===== src/hw/rtl/jsu_pkg.sv =====
// Package for the JSON string unescaper: word types, result codes, byte constants.
// No dependencies; imported by every module of the block.
`timescale 1ns / 1ps

package jsu_pkg;

    typedef struct packed {
        logic [7:0] in_byte;
        logic       final_byte;
    } in_t;

    typedef struct packed {
        logic [1:0] kind;
        logic [7:0] data_byte;
        logic [2:0] error_code;
        logic       last_of_run;
    } out_t;

    localparam int MAX_RESULTS = 4;
    localparam int CNT_W       = $clog2(MAX_RESULTS + 1);

    // All results caused by one input byte
    typedef struct packed {
        logic [CNT_W-1:0]            count;
        out_t [MAX_RESULTS-1:0]      items;
    } run_t;

    localparam logic [1:0] KIND_DATA   = 2'd0;
    localparam logic [1:0] KIND_CLOSED = 2'd1;
    localparam logic [1:0] KIND_ERROR  = 2'd2;

    localparam logic [2:0] ERR_EXPECTED = 3'd0;
    localparam logic [2:0] ERR_CHAR     = 3'd1;
    localparam logic [2:0] ERR_UNICODE  = 3'd2;
    localparam logic [2:0] ERR_ESCAPE   = 3'd3;
    localparam logic [2:0] ERR_UNTERM   = 3'd4;

    localparam logic [1:0] MODE_IDLE = 2'd0;
    localparam logic [1:0] MODE_STR  = 2'd1;
    localparam logic [1:0] MODE_ESC  = 2'd2;
    localparam logic [1:0] MODE_HEX  = 2'd3;

    localparam logic [7:0] CH_QUOTE  = 8'h22;
    localparam logic [7:0] CH_BSLASH = 8'h5c;
    localparam logic [7:0] CH_SLASH  = 8'h2f;
    localparam logic [7:0] CH_B      = 8'h62;
    localparam logic [7:0] CH_F      = 8'h66;
    localparam logic [7:0] CH_N      = 8'h6e;
    localparam logic [7:0] CH_R      = 8'h72;
    localparam logic [7:0] CH_T      = 8'h74;
    localparam logic [7:0] CH_U      = 8'h75;
    localparam logic [7:0] CH_SPACE  = 8'h20;

endpackage


===== src/hw/rtl/jsu_decode.sv =====
// Byte decoder: parser state registers and the per-byte result logic.
// Depends on jsu_pkg.
`timescale 1ns / 1ps

module jsu_decode (
    input  logic          clk,
    input  logic          rst_n,
    input  logic          accept,
    input  jsu_pkg::in_t  in_word,
    output jsu_pkg::run_t run
);
    import jsu_pkg::*;

    logic [1:0]  mode_reg, mode_next;
    logic [1:0]  hex_count_reg, hex_count_next;
    logic [15:0] code_accum_reg, code_accum_next;

    function automatic out_t mk_item(input logic [1:0] kind, input logic [7:0] data,
                                     input logic [2:0] err);
        out_t o;
        o.kind        = kind;
        o.data_byte   = data;
        o.error_code  = err;
        o.last_of_run = 1'b0;
        return o;
    endfunction

    logic [7:0]       b;
    logic             fin;
    logic [CNT_W-1:0] n;
    out_t [MAX_RESULTS-1:0] items;
    logic             hex_ok;
    logic [3:0]       hex_val;
    logic             esc_ok;
    logic [7:0]       esc_d;
    logic [15:0]      cp;

    assign b   = in_word.in_byte;
    assign fin = in_word.final_byte;

    always_comb
    begin
        hex_ok  = 1'b1;
        hex_val = 4'd0;
        if (b >= 8'h30 && b <= 8'h39)
        begin
            hex_val = 4'(b - 8'h30);
        end
        else if (b >= 8'h61 && b <= 8'h66)
        begin
            hex_val = 4'(b - 8'h57);
        end
        else if (b >= 8'h41 && b <= 8'h46)
        begin
            hex_val = 4'(b - 8'h37);
        end
        else
        begin
            hex_ok = 1'b0;
        end
    end

    always_comb
    begin
        esc_ok = 1'b1;
        esc_d  = b;
        unique case (b)
            CH_QUOTE, CH_BSLASH, CH_SLASH: esc_d = b;
            CH_B:    esc_d = 8'h08;
            CH_F:    esc_d = 8'h0c;
            CH_N:    esc_d = 8'h0a;
            CH_R:    esc_d = 8'h0d;
            CH_T:    esc_d = 8'h09;
            default: esc_ok = 1'b0;
        endcase
    end

    assign cp = {code_accum_reg[11:0], hex_val};

    always_comb
    begin
        items           = '0;
        n               = '0;
        mode_next       = mode_reg;
        hex_count_next  = hex_count_reg;
        code_accum_next = code_accum_reg;

        unique case (mode_reg)
            MODE_STR:
            begin
                if (b == CH_QUOTE)
                begin
                    mode_next = MODE_IDLE;
                    items[n[1:0]] = mk_item(KIND_CLOSED, 8'h00, 3'd0);
                    n = n + CNT_W'(1);
                end
                else if (b < CH_SPACE)
                begin
                    mode_next = MODE_IDLE;
                    items[n[1:0]] = mk_item(KIND_ERROR, 8'h00, ERR_CHAR);
                    n = n + CNT_W'(1);
                end
                else if (b == CH_BSLASH)
                begin
                    if (fin)
                    begin
                        mode_next = MODE_IDLE;
                        items[n[1:0]] = mk_item(KIND_ERROR, 8'h00, ERR_UNTERM);
                        n = n + CNT_W'(1);
                    end
                    else
                    begin
                        mode_next = MODE_ESC;
                    end
                end
                else
                begin
                    items[n[1:0]] = mk_item(KIND_DATA, b, 3'd0);
                    n = n + CNT_W'(1);
                    if (fin)
                    begin
                        mode_next = MODE_IDLE;
                        items[n[1:0]] = mk_item(KIND_ERROR, 8'h00, ERR_UNTERM);
                        n = n + CNT_W'(1);
                    end
                end
            end
            MODE_ESC:
            begin
                if (b == CH_U)
                begin
                    hex_count_next  = 2'd0;
                    code_accum_next = 16'h0000;
                    if (fin)
                    begin
                        mode_next = MODE_IDLE;
                        items[n[1:0]] = mk_item(KIND_ERROR, 8'h00, ERR_UNICODE);
                        n = n + CNT_W'(1);
                    end
                    else
                    begin
                        mode_next = MODE_HEX;
                    end
                end
                else if (!esc_ok)
                begin
                    mode_next = MODE_IDLE;
                    items[n[1:0]] = mk_item(KIND_ERROR, 8'h00, ERR_ESCAPE);
                    n = n + CNT_W'(1);
                end
                else
                begin
                    mode_next = MODE_STR;
                    items[n[1:0]] = mk_item(KIND_DATA, esc_d, 3'd0);
                    n = n + CNT_W'(1);
                    if (fin)
                    begin
                        mode_next = MODE_IDLE;
                        items[n[1:0]] = mk_item(KIND_ERROR, 8'h00, ERR_UNTERM);
                        n = n + CNT_W'(1);
                    end
                end
            end
            MODE_HEX:
            begin
                if (!hex_ok)
                begin
                    mode_next = MODE_IDLE;
                    items[n[1:0]] = mk_item(KIND_ERROR, 8'h00, ERR_UNICODE);
                    n = n + CNT_W'(1);
                end
                else
                begin
                    code_accum_next = cp;
                    if (hex_count_reg == 2'd3)
                    begin
                        hex_count_next = 2'd0;
                        mode_next      = MODE_STR;
                        if (cp[15:7] == '0)
                        begin
                            items[n[1:0]] = mk_item(KIND_DATA, cp[7:0], 3'd0);
                            n = n + CNT_W'(1);
                        end
                        else if (cp[15:11] == '0)
                        begin
                            items[n[1:0]] = mk_item(KIND_DATA, {3'b110, cp[10:6]}, 3'd0);
                            n = n + CNT_W'(1);
                            items[n[1:0]] = mk_item(KIND_DATA, {2'b10, cp[5:0]}, 3'd0);
                            n = n + CNT_W'(1);
                        end
                        else
                        begin
                            items[n[1:0]] = mk_item(KIND_DATA, {4'b1110, cp[15:12]}, 3'd0);
                            n = n + CNT_W'(1);
                            items[n[1:0]] = mk_item(KIND_DATA, {2'b10, cp[11:6]}, 3'd0);
                            n = n + CNT_W'(1);
                            items[n[1:0]] = mk_item(KIND_DATA, {2'b10, cp[5:0]}, 3'd0);
                            n = n + CNT_W'(1);
                        end
                        if (fin)
                        begin
                            mode_next = MODE_IDLE;
                            items[n[1:0]] = mk_item(KIND_ERROR, 8'h00, ERR_UNTERM);
                            n = n + CNT_W'(1);
                        end
                    end
                    else
                    begin
                        hex_count_next = hex_count_reg + 2'd1;
                        if (fin)
                        begin
                            mode_next = MODE_IDLE;
                            items[n[1:0]] = mk_item(KIND_ERROR, 8'h00, ERR_UNICODE);
                            n = n + CNT_W'(1);
                        end
                    end
                end
            end
            MODE_IDLE:
            begin
                if (b != CH_QUOTE)
                begin
                    items[n[1:0]] = mk_item(KIND_ERROR, 8'h00, ERR_EXPECTED);
                    n = n + CNT_W'(1);
                end
                else if (fin)
                begin
                    items[n[1:0]] = mk_item(KIND_ERROR, 8'h00, ERR_UNTERM);
                    n = n + CNT_W'(1);
                end
                else
                begin
                    mode_next = MODE_STR;
                end
            end
        endcase

        for (int i = 0; i < MAX_RESULTS; i++)
        begin
            items[i].last_of_run = (CNT_W'(i + 1) == n);
        end
    end

    assign run.count = n;
    assign run.items = items;

    always_ff @(posedge clk or negedge rst_n)
    begin
        if (!rst_n)
        begin
            mode_reg       <= MODE_IDLE;
            hex_count_reg  <= 2'd0;
            code_accum_reg <= 16'h0000;
        end
        else if (accept)
        begin
            mode_reg       <= mode_next;
            hex_count_reg  <= hex_count_next;
            code_accum_reg <= code_accum_next;
        end
    end

endmodule


===== src/hw/rtl/jsu_run_buf.sv =====
// Result register: holds the run of results for one byte and hands them out one word a cycle while out_ready is high.
// Depends on jsu_pkg.
`timescale 1ns / 1ps

module jsu_run_buf (
    input  logic          clk,
    input  logic          rst_n,
    input  logic          load,
    input  jsu_pkg::run_t run,
    output logic          can_load,
    output logic          out_valid,
    input  logic          out_ready,
    output jsu_pkg::out_t out_data
);
    import jsu_pkg::*;

    logic [CNT_W-1:0]       cnt_reg, cnt_next;
    out_t [MAX_RESULTS-1:0] items_reg, items_next;
    logic                   pop;

    assign out_valid = (cnt_reg != '0);
    assign out_data  = items_reg[0];
    assign pop       = out_valid && out_ready;
    // free now, or the last word leaves this cycle
    assign can_load  = (cnt_reg == '0) || ((cnt_reg == CNT_W'(1)) && out_ready);

    always_comb
    begin
        cnt_next   = cnt_reg;
        items_next = items_reg;
        if (load)
        begin
            cnt_next   = run.count;
            items_next = run.items;
        end
        else if (pop)
        begin
            cnt_next = cnt_reg - CNT_W'(1);
            for (int i = 0; i < MAX_RESULTS - 1; i++)
            begin
                items_next[i] = items_reg[i + 1];
            end
        end
    end

    always_ff @(posedge clk or negedge rst_n)
    begin
        if (!rst_n)
        begin
            cnt_reg <= '0;
        end
        else
        begin
            cnt_reg <= cnt_next;
        end
    end

    always_ff @(posedge clk)
    begin
        items_reg <= items_next;
    end

endmodule


===== src/hw/rtl/json_string_unescaper.sv =====
// Top level of the JSON string unescaper: decoder feeding the result register.
// Depends on jsu_pkg, jsu_decode, jsu_run_buf.
`timescale 1ns / 1ps

// Takes one raw byte of a quoted JSON string per in word and gives the decoded bytes, a
// closed word at the closing quote, or an error word, each run's last word flagged with
// last_of_run. Results are registered and appear in the cycle after the byte is taken. Plain
// text streams at one byte per cycle while out_ready is high; a byte causing k results holds
// in_ready low until the four-entry result register has drained to its last word, one word per
// cycle while out_ready is high (k is at most 4, on the last digit of a \u escape with final set).
// in_ready follows out_ready combinationally when one word is left in the result register.
module json_string_unescaper (
    input  logic          clk,
    input  logic          rst_n,
    input  logic          in_valid,
    output logic          in_ready,
    input  jsu_pkg::in_t  in_data,
    output logic          out_valid,
    input  logic          out_ready,
    output jsu_pkg::out_t out_data
);
    import jsu_pkg::*;

    run_t run;
    logic accept;

    assign accept = in_valid && in_ready;

    jsu_decode u_decode (
        .clk     (clk),
        .rst_n   (rst_n),
        .accept  (accept),
        .in_word (in_data),
        .run     (run)
    );

    jsu_run_buf u_run_buf (
        .clk       (clk),
        .rst_n     (rst_n),
        .load      (accept),
        .run       (run),
        .can_load  (in_ready),
        .out_valid (out_valid),
        .out_ready (out_ready),
        .out_data  (out_data)
    );

endmodule


===== config.mk =====
export PLATFORM = sky130hd
export DESIGN_NAME = json_string_unescaper
export DESIGN_NICKNAME = d
export VERILOG_FILES = /design/src/hw/rtl/jsu_pkg.sv /design/src/hw/rtl/jsu_decode.sv /design/src/hw/rtl/jsu_run_buf.sv /design/src/hw/rtl/json_string_unescaper.sv
export SDC_FILE = /design/constraint.sdc
export NUM_CORES = 1
export LEC_CHECK = 0
export BUFFER_PORTS_ARGS = -buffer_cell sky130_fd_sc_hd__buf_4
export CORE_ASPECT_RATIO = 0.8
export CORE_UTILIZATION = 43
export DETAILED_ROUTE_END_ITERATION = 10
export GPL_ROUTABILITY_DRIVEN = 1
export PLACE_DENSITY = 0.6
export SLEW_MARGIN = 20
export SYNTH_ARGS = -nofsm -noshare
export SYNTH_HDL_FRONTEND = slang
export SYNTH_SLANG_ARGS = --single-unit

===== constraint.sdc =====
create_clock -name clk -period 2.6 [get_ports clk]
set_clock_uncertainty 0.2 [all_clocks]
set_input_delay 0.13 -clock clk [delete_from_list [all_inputs] [get_ports clk]]
set_output_delay 0.13 -clock clk [all_outputs]
set_load 0.005 [all_outputs]

==> results of run 1 <==
## cells by family after synthesis
| family | after synthesis | share of synthesized area [%] |
|---|---|---|
| AO/OA/AOI/OAI | 104 | 21.0 |
| adder cells (fa/ha/maj) | 11 | 4.03 |
| buffers and inverters | 52 | 7.88 |
| flip-flops | 53 | 43.9 |
| multiplexers | 5 | 1.58 |
| AND/OR/NAND/NOR | 147 | 21.6 |
## report_power, final
part | total [mW] | switching [mW] | internal (mW)
Clock | 0.594 | 0.280 | 0.314
Sequential | 1.28 | 0.103 | 1.18
Combinational | 1.01 | 0.572 | 0.440
## cell usage after synthesis, types with 3 or more instances
master | count | area (sq um)
a22oi_1 | 4 | 30.0
buf_2 | 7 | 35.0
and2_1 | 5 | 31.3
nand4_1 | 4 | 25.0
o31ai_1 | 5 | 37.5
inv_1 | 15 | 56.3
nor4_1 | 5 | 31.3
nor2_1 | 31 | 116
a22o_1 | 4 | 35.0
mux2_2 | 3 | 33.8
edfxtp_1 | 34 | 1020
nor3_1 | 11 | 55.1
o21ai_0 | 20 | 100
nor3b_1 | 4 | 30.0
nand2_1 | 55 | 206
a221o_1 | 4 | 40.0
nand3_1 | 5 | 25.0
a21o_1 | 4 | 30.0
o21ai_1 | 13 | 65.1
a21oi_1 | 18 | 90.1
nand2b_1 | 3 | 18.8
and3_1 | 3 | 18.8
ha_1 | 11 | 138
a32o_1 | 5 | 50.1
buf_4 | 15 | 113
nor2b_1 | 4 | 25.0
o22ai_1 | 5 | 31.3
or4_1 | 3 | 22.5
clkbuf_1 | 11 | 41.3
dfrtp_1 | 19 | 475
## worst reg2reg max path, cell delays in order, from the launching register on
cell	delay (ns)
dfrtp_1	0.42
or4_1	0.60
o31ai_2	0.33
o2111ai_1	0.22
o311ai_1	0.18
nand2_1	0.13
a32o_1	0.24
## per-layer routing
layer	global-route usage [%]	vias to the layer above	routed length, um
li1	-	1418	-
met3	4.60	11	612
met4	5.36	0	114
met5	0	-	0
met1	35.1	1399	4420
met2	36.3	137	4050
## worst max-delay path by stage
stage | startpoint | to | slack [ns] | depth (start not counted)
global route | u_decode.code_accum_reg[8]$_DFFE_PN0P_ | u_run_buf.items_reg[28]$_DFFE_PP_ | 0.004 | 6
global placement | u_decode.code_accum_reg[8]$_DFFE_PN0P_ | u_run_buf.out_data[0]$_DFFE_PP_ | -0.02 | 6
finish | u_decode.code_accum_reg[8]$_DFFE_PN0P_ | u_run_buf.out_data[0]$_DFFE_PP_ | 0.05 | 6
CTS | u_decode.code_accum_reg[8]$_DFFE_PN0P_ | u_run_buf.out_data[0]$_DFFE_PP_ | 0.06 | 6
detailed placement | in_data[1] | u_run_buf.out_data[8]$_DFFE_PP_ | -0.04 | 11
floorplan | u_decode.code_accum_reg[7]$_DFFE_PN0P_ | u_run_buf.out_data[0]$_DFFE_PP_ | 0.31 | 7
## final cells by class
class	count	area, sq um
clock buffers	6	82.6
clock inverters	2	37.5
fillers	727	3600
inverters	17	63.8
multi-input cells	267	1660
flip-flops and latches	53	1500
well taps	105	131
repair buffers	60	468
## per-stage QoR
step	util (%)	setup TNS (ns)
final	52.3	0
after global routing	52.3	0
after CTS	52.1	0
after detailed placement	50.3	-0.0737
after global placement	50.3	-0.0210
after floorplan	-	0
## timing repair
item,CTS,global route
hold buffers,2,0
setup endpoints to repair,0,6
gates resized for setup,0,3
endpoints found under the hold margin,20,0
buffers inserted,0,0
==> impl_metrics.csv, run 1 <==
group,metric,value,unit
yosys,async_flop_share,35.8,%
critical_path,reg2reg_depth,6,
detailed_routing,detailroute.via_count,2965,
critical_path,critical-path-top-delay-family,"compound AO/OA/AOI/OAI gates",
critical_path,critPathSlowestCell,"or4_1",
cells_and_area,mostFrequentLayoutCells,"buf_4, nand2_1, edfxtp_1, nor2_1, o21ai_0",
global_route,grt_max_degree,38,
cells_and_area,count_of_placed_standard_cells_in_the_final_layout_fillers_left_out,510,
pwr,leakage,1.61,nW
global_route,grt_pass1_wl,15.0,mm
global_route,total_global_routing_overflow,0,
yosys,mappedNetlistArea,3410,sq um
detailed_routing,routed_wirelength,9.20,mm
critical_path,cp_data_required_time,2.47,ns
yosys,ys_seq_elements,53,
timing,finalWorstSetupSlack,0.0546,ns
clock_network,cts.clk_slew.worst_paths,0.10,ns
global_route,track_usage,23.9,%
timing,finalMaxSlewViolations,0,
pwr,power_per_cell_area,733,nW/um^2
cells_and_area,finalNetCount,428,
yosys,yosysWarnings,0,
critical_path,worst_setup_path_start_kind,"flip-flop",
placed_design,post-place-cells,500,
detailed_routing,ant_nets,0,
global_route,first_global_vias,2804,
timing,slew-limit-headroom,43.9,%
placed_design,placedInstanceArea,3790,sq um
critical_path,cp_cell_sequence,"or4_1 -> o31ai_2 -> o2111ai_1 -> o311ai_1 -> nand2_1 -> a32o_1",
critical_path,reg2reg_from,"u_decode.code_accum_reg[8]$_DFFE_PN0P_",
yosys,synth_ff_type,"edfxtp_1",
min_path,hold_class,"input pin to async pin",
timing,slew_at_the_pin_closest_to_its_max_slew_limit,0.841,ns
yosys,synth_cell_types,60,
detailed_routing,drt-initial-drc-count,203,
detailed_routing,routed_wire_length_per_instance,18.0,um
cells_and_area,final_design_area_no_fill,3940,sq um
floorplanning,rows,28,
flow_run,drv_cap,0,
cells_and_area,largest_register_ff_count,20,
global_route,grt_antenna_before_repair,0,
placed_design,post-place-ws,-0.0413,ns
clock_network,cts-root-buf,"clkbuf_8",
timing,timing_hold_violations_final,0,
critical_path,crit-reg2reg-capture,"u_run_buf.out_data[0]$_DFFE_PP_",
cells_and_area,mostFrequentLayoutCell,"buf_4",
clock_network,htreeDepth,2,
critical_path,arrival,2.42,ns
placed_design,dp_hpwl,6.85,mm
critical_path,critical_path_peak_fanout,4,
clock_network,cts_num_sinks,53,
cells_and_area,drive_gt1_share,20.2,%
critical_path,timing.critical_path.slowest_cell_delay,0.60,ns
placed_design,place.port_buffers,28,
critical_path,end_kind,"flip-flop",
timing,post-route-period-util,97.9,%
critical_path,r2r_slack,0.05,ns
pwr,max-vdd-ir-drop,0.346,mV
timing,achievable-frequency,393,MHz
placed_design,gp_routability_congestion,0.936,
critical_path,timing.setup.critical_path_class,"flip-flop to flip-flop",
timing,holdWs,0.0257,ns
detailed_routing,drc,0,
clock_network,clock_latency,0.31,ns
detailed_routing,dr.pass1.iters,5,
yosys,syn-num-nets,396,
critical_path,buffer_and_inverter_count_on_the_worst_path,0,
yosys,syn_inst,372,
run_status,run_status,"finished clean",
clock_network,cts_made_buffers,5,
timing,grt_setup_unrepaired,"false",
clock_network,cts_tree,"yes",
floorplanning,floorplan.core_area,7530,sq um
clock_network,clock_tree.buffer_depth,2,
detailed_routing,route.detailed.vias_per_inst,5.81,
floorplanning,start_util,45.3,%
timing,final_period_minus_worst_setup_slack,2.55,ns
yosys,synth-seq-area-share,43.9,%
cells_and_area,areaGrowthSynthToFinish,15.4,%
floorplanning,overall_die_width,102,um
floorplanning,die-height,81.7,um
pwr,total_power,2.89,mW
yosys,syn-mean-instance-area,9.17,sq um
timing,finalSetupViolations,0,
floorplanning,pin_count,29,
floorplanning,die_area,8300,sq um
yosys,synth_enable_flop_cells,34,
cells_and_area,n_antenna_cell,0,
Note: power is estimated with default switching activity, not from simulation.
==> run 2: changes to the inputs <==
--- a/config.mk
+++ b/config.mk
@@ -7,10 +7,11 @@
 export LEC_CHECK = 0
 export BUFFER_PORTS_ARGS = -buffer_cell sky130_fd_sc_hd__buf_4
 export CORE_ASPECT_RATIO = 0.8
-export CORE_UTILIZATION = 43
+export CORE_UTILIZATION = 45
 export DETAILED_ROUTE_END_ITERATION = 10
 export GPL_ROUTABILITY_DRIVEN = 1
-export PLACE_DENSITY = 0.6
+export MAX_ROUTING_LAYER = met4
+export PLACE_DENSITY = 0.62
 export SLEW_MARGIN = 20
 export SYNTH_ARGS = -nofsm -noshare
 export SYNTH_HDL_FRONTEND = slang
==> run 2 against run 1 <==
Effect of this change:
- total power is 2.5% lower
- flip-flop and latch count stayed put
- combinational power hardly changed
- register-to-register slack better by 0.06 ns
- clock power is 18% lower
- sequential share of layout area is 0.43 points higher
- global-route usage is 1.9 points higher
- non-clock buffer count is 1 higher
- highest routed layer unchanged
- setup slack better by 0.061 ns
- die area is 4.3% lower
- core utilization is 0.65 points higher
==> impl_metrics.csv, run 2 (same netlist as run 1, synthesis figures left out) <==
group,metric,value,unit
timing,setup_total_negative_slack,0,ns
clock_network,cts-root-buf,"clkbuf_8",
clock_network,cts_num_sinks,53,
timing,finalMaxSlewViolations,0,
floorplanning,start_util,46.4,%
pwr,power_per_cell_area,723,nW/um^2
critical_path,cp_data_required_time,2.48,ns
flow_run,drv_cap,0,
timing,final_period_minus_worst_setup_slack,2.48,ns
critical_path,worst_setup_path_start_kind,"flip-flop",
clock_network,cts_tree,"yes",
run_status,run_status,"finished clean",
cells_and_area,final_design_area_no_fill,3890,sq um
timing,achievable-frequency,403,MHz
critical_path,critical_path_peak_fanout,4,
global_route,grt_antenna_before_repair,0,
timing,grt_setup_unrepaired,"false",
placed_design,placedInstanceArea,3750,sq um
critical_path,reg2reg_from,"u_decode.code_accum_reg[8]$_DFFE_PN0P_",
cells_and_area,finalNetCount,429,
floorplanning,die_area,7940,sq um
clock_network,postCtsSetupBuffers,0,
global_route,grt_max_degree,38,
pwr,max-vdd-ir-drop,0.310,mV
detailed_routing,drc,0,
cells_and_area,n_antenna_cell,0,
placed_design,gp_routability_congestion,0.970,
pwr,leakage,1.59,nW
detailed_routing,ant_nets,0,
placed_design,place.port_buffers,28,
critical_path,cp_cell_sequence,"or4_1 -> o31ai_2 -> o2111ai_1 -> o311ai_1 -> nand3_1 -> o211a_1",
cells_and_area,fillers,691,
detailed_routing,drt-initial-drc-count,281,
timing,finalSetupViolations,0,
floorplanning,overall_die_width,99.4,um
critical_path,critPathSlowestCell,"or4_1",
detailed_routing,dr.pass1.iters,6,
floorplanning,die-height,79.9,um
timing,finalWorstSetupSlack,0.116,ns
timing,timing_hold_violations_final,0,
detailed_routing,routed_wirelength,9.30,mm
global_route,grt.busiest_layer,"met2",
cells_and_area,areaGrowthSynthToFinish,14.1,%
clock_network,clock_tree.buffer_depth,2,
cells_and_area,count_of_placed_standard_cells_in_the_final_layout_fillers_left_out,496,
global_route,grt_util_met2,38.1,%
critical_path,timing.critical_path.slowest_cell_delay,0.60,ns
cells_and_area,drive_gt1_share,20.0,%
cells_and_area,mostFrequentLayoutCells,"buf_4, nand2_1, edfxtp_1, nor2_1, o21ai_0",
floorplanning,floorplan.core_area,7360,sq um
min_path,hold_class,"input pin to async pin",
critical_path,r2r_slack,0.12,ns
placed_design,post-place-cells,485,
global_route,track_usage,25.8,%
placed_design,post-place-ws,-0.136,ns
critical_path,reg2reg_depth,6,
clock_network,htreeDepth,2,
timing,post-route-period-util,95.5,%
clock_network,cts.clk_slew.worst_paths,0.10,ns
critical_path,crit-reg2reg-capture,"u_run_buf.items_reg[28]$_DFFE_PP_",
critical_path,timing.setup.critical_path_class,"flip-flop to flip-flop",
global_route,use_met3,5.78,%
floorplanning,pin_count,29,
clock_network,cts_made_buffers,5,
critical_path,end_kind,"flip-flop",
timing,slew_at_the_pin_closest_to_its_max_slew_limit,0.892,ns
critical_path,arrival,2.36,ns
global_route,groute.layer.met1.usage,36.6,%
detailed_routing,route.detailed.vias_per_inst,6.05,
detailed_routing,routed_wire_length_per_instance,18.7,um
clock_network,clock_latency,0.31,ns
timing,slew-limit-headroom,40.5,%
detailed_routing,detailroute.via_count,3000,
placed_design,dp_hpwl,6.93,mm
cells_and_area,largest_register_ff_count,20,
global_route,grt_pass1_wl,15.1,mm
critical_path,critical_path.startpoint,"u_decode.code_accum_reg[8]$_DFFE_PN0P_",
floorplanning,rows,28,
global_route,first_global_vias,2788,
global_route,total_global_routing_overflow,0,
cells_and_area,mostFrequentLayoutCell,"buf_4",
## run 2: changes by cell type in the layout (fill, tap and decap cells not counted)
cell and change:
buf_12 -1, buf_4 +1, bufinv_16 -1, clkbuf_1 +1, dlygate4sd3_1 +1, nor4_1 -1, nor4_2 +1, or2_1 +1
or2_4 -1
## run 2: critical path: cells and delay by family, from the launching register on
family	cells	cell delay (ns)
AO/OA/AOI/OAI	4	0.84
flip-flops	1	0.39
AND/OR/NAND/NOR	2	0.83
## run 2: cell type report
class                           count  area, sq um  share of cell area (%)
Inverter                           17         63.8                    1.64
Tap cell                           90          113                    2.89
Sequential cell                    53         1500                    38.4
Clock buffer                        7         86.3                    2.22
Multi-Input combinational cell    267         1660                    42.7
Clock inverter                      1         7.51                   0.193
Timing Repair Buffer               61          465                    12.0
## run 2: layer usage
metal  vias up  share of wire (%)
met3         9                6.0
met1      1472                 50
li1       1422                  -
met5         -                  0
met2        97                 44
met4         0               0.59
## run 2: report_power, final
group,switching [mW],internal (mW),leakage (nW)
logic,0.601,0.443,0.949
clock network,0.273,0.217,0.0445
registers,0.103,1.18,0.598
total,0.976,1.84,1.59
## run 2: worst max-delay path by stage
stage                                        end  cells after the start
3_5_place_dp   u_run_buf.items_reg[28]$_DFFE_PP_                      9
2_1_floorplan    u_run_buf.out_data[0]$_DFFE_PP_                      7
6_report       u_run_buf.items_reg[28]$_DFFE_PP_                      6
3_3_place_gp   u_run_buf.items_reg[28]$_DFFE_PP_                      9
4_1_cts        u_run_buf.items_reg[28]$_DFFE_PP_                      6
5_1_grt          u_run_buf.out_data[7]$_DFFE_PP_                     10
## run 2: through the flow
step	hold WS (ns)	total power, mW	utilization [%]
after floorplan	-0.366	1.95	-
after CTS	0.0338	2.81	52.7
after detailed placement	-0.165	2.32	51.0
after global routing	0.0318	2.97	52.9
after global placement	-0.166	2.32	51.0
final	0.0239	2.81	52.9
## run 2: repair_timing
action,in CTS,in global routing
hold buffers,3,0
setup endpoints to repair,0,3
hold endpoints to repair,21,0
resized for setup,0,3
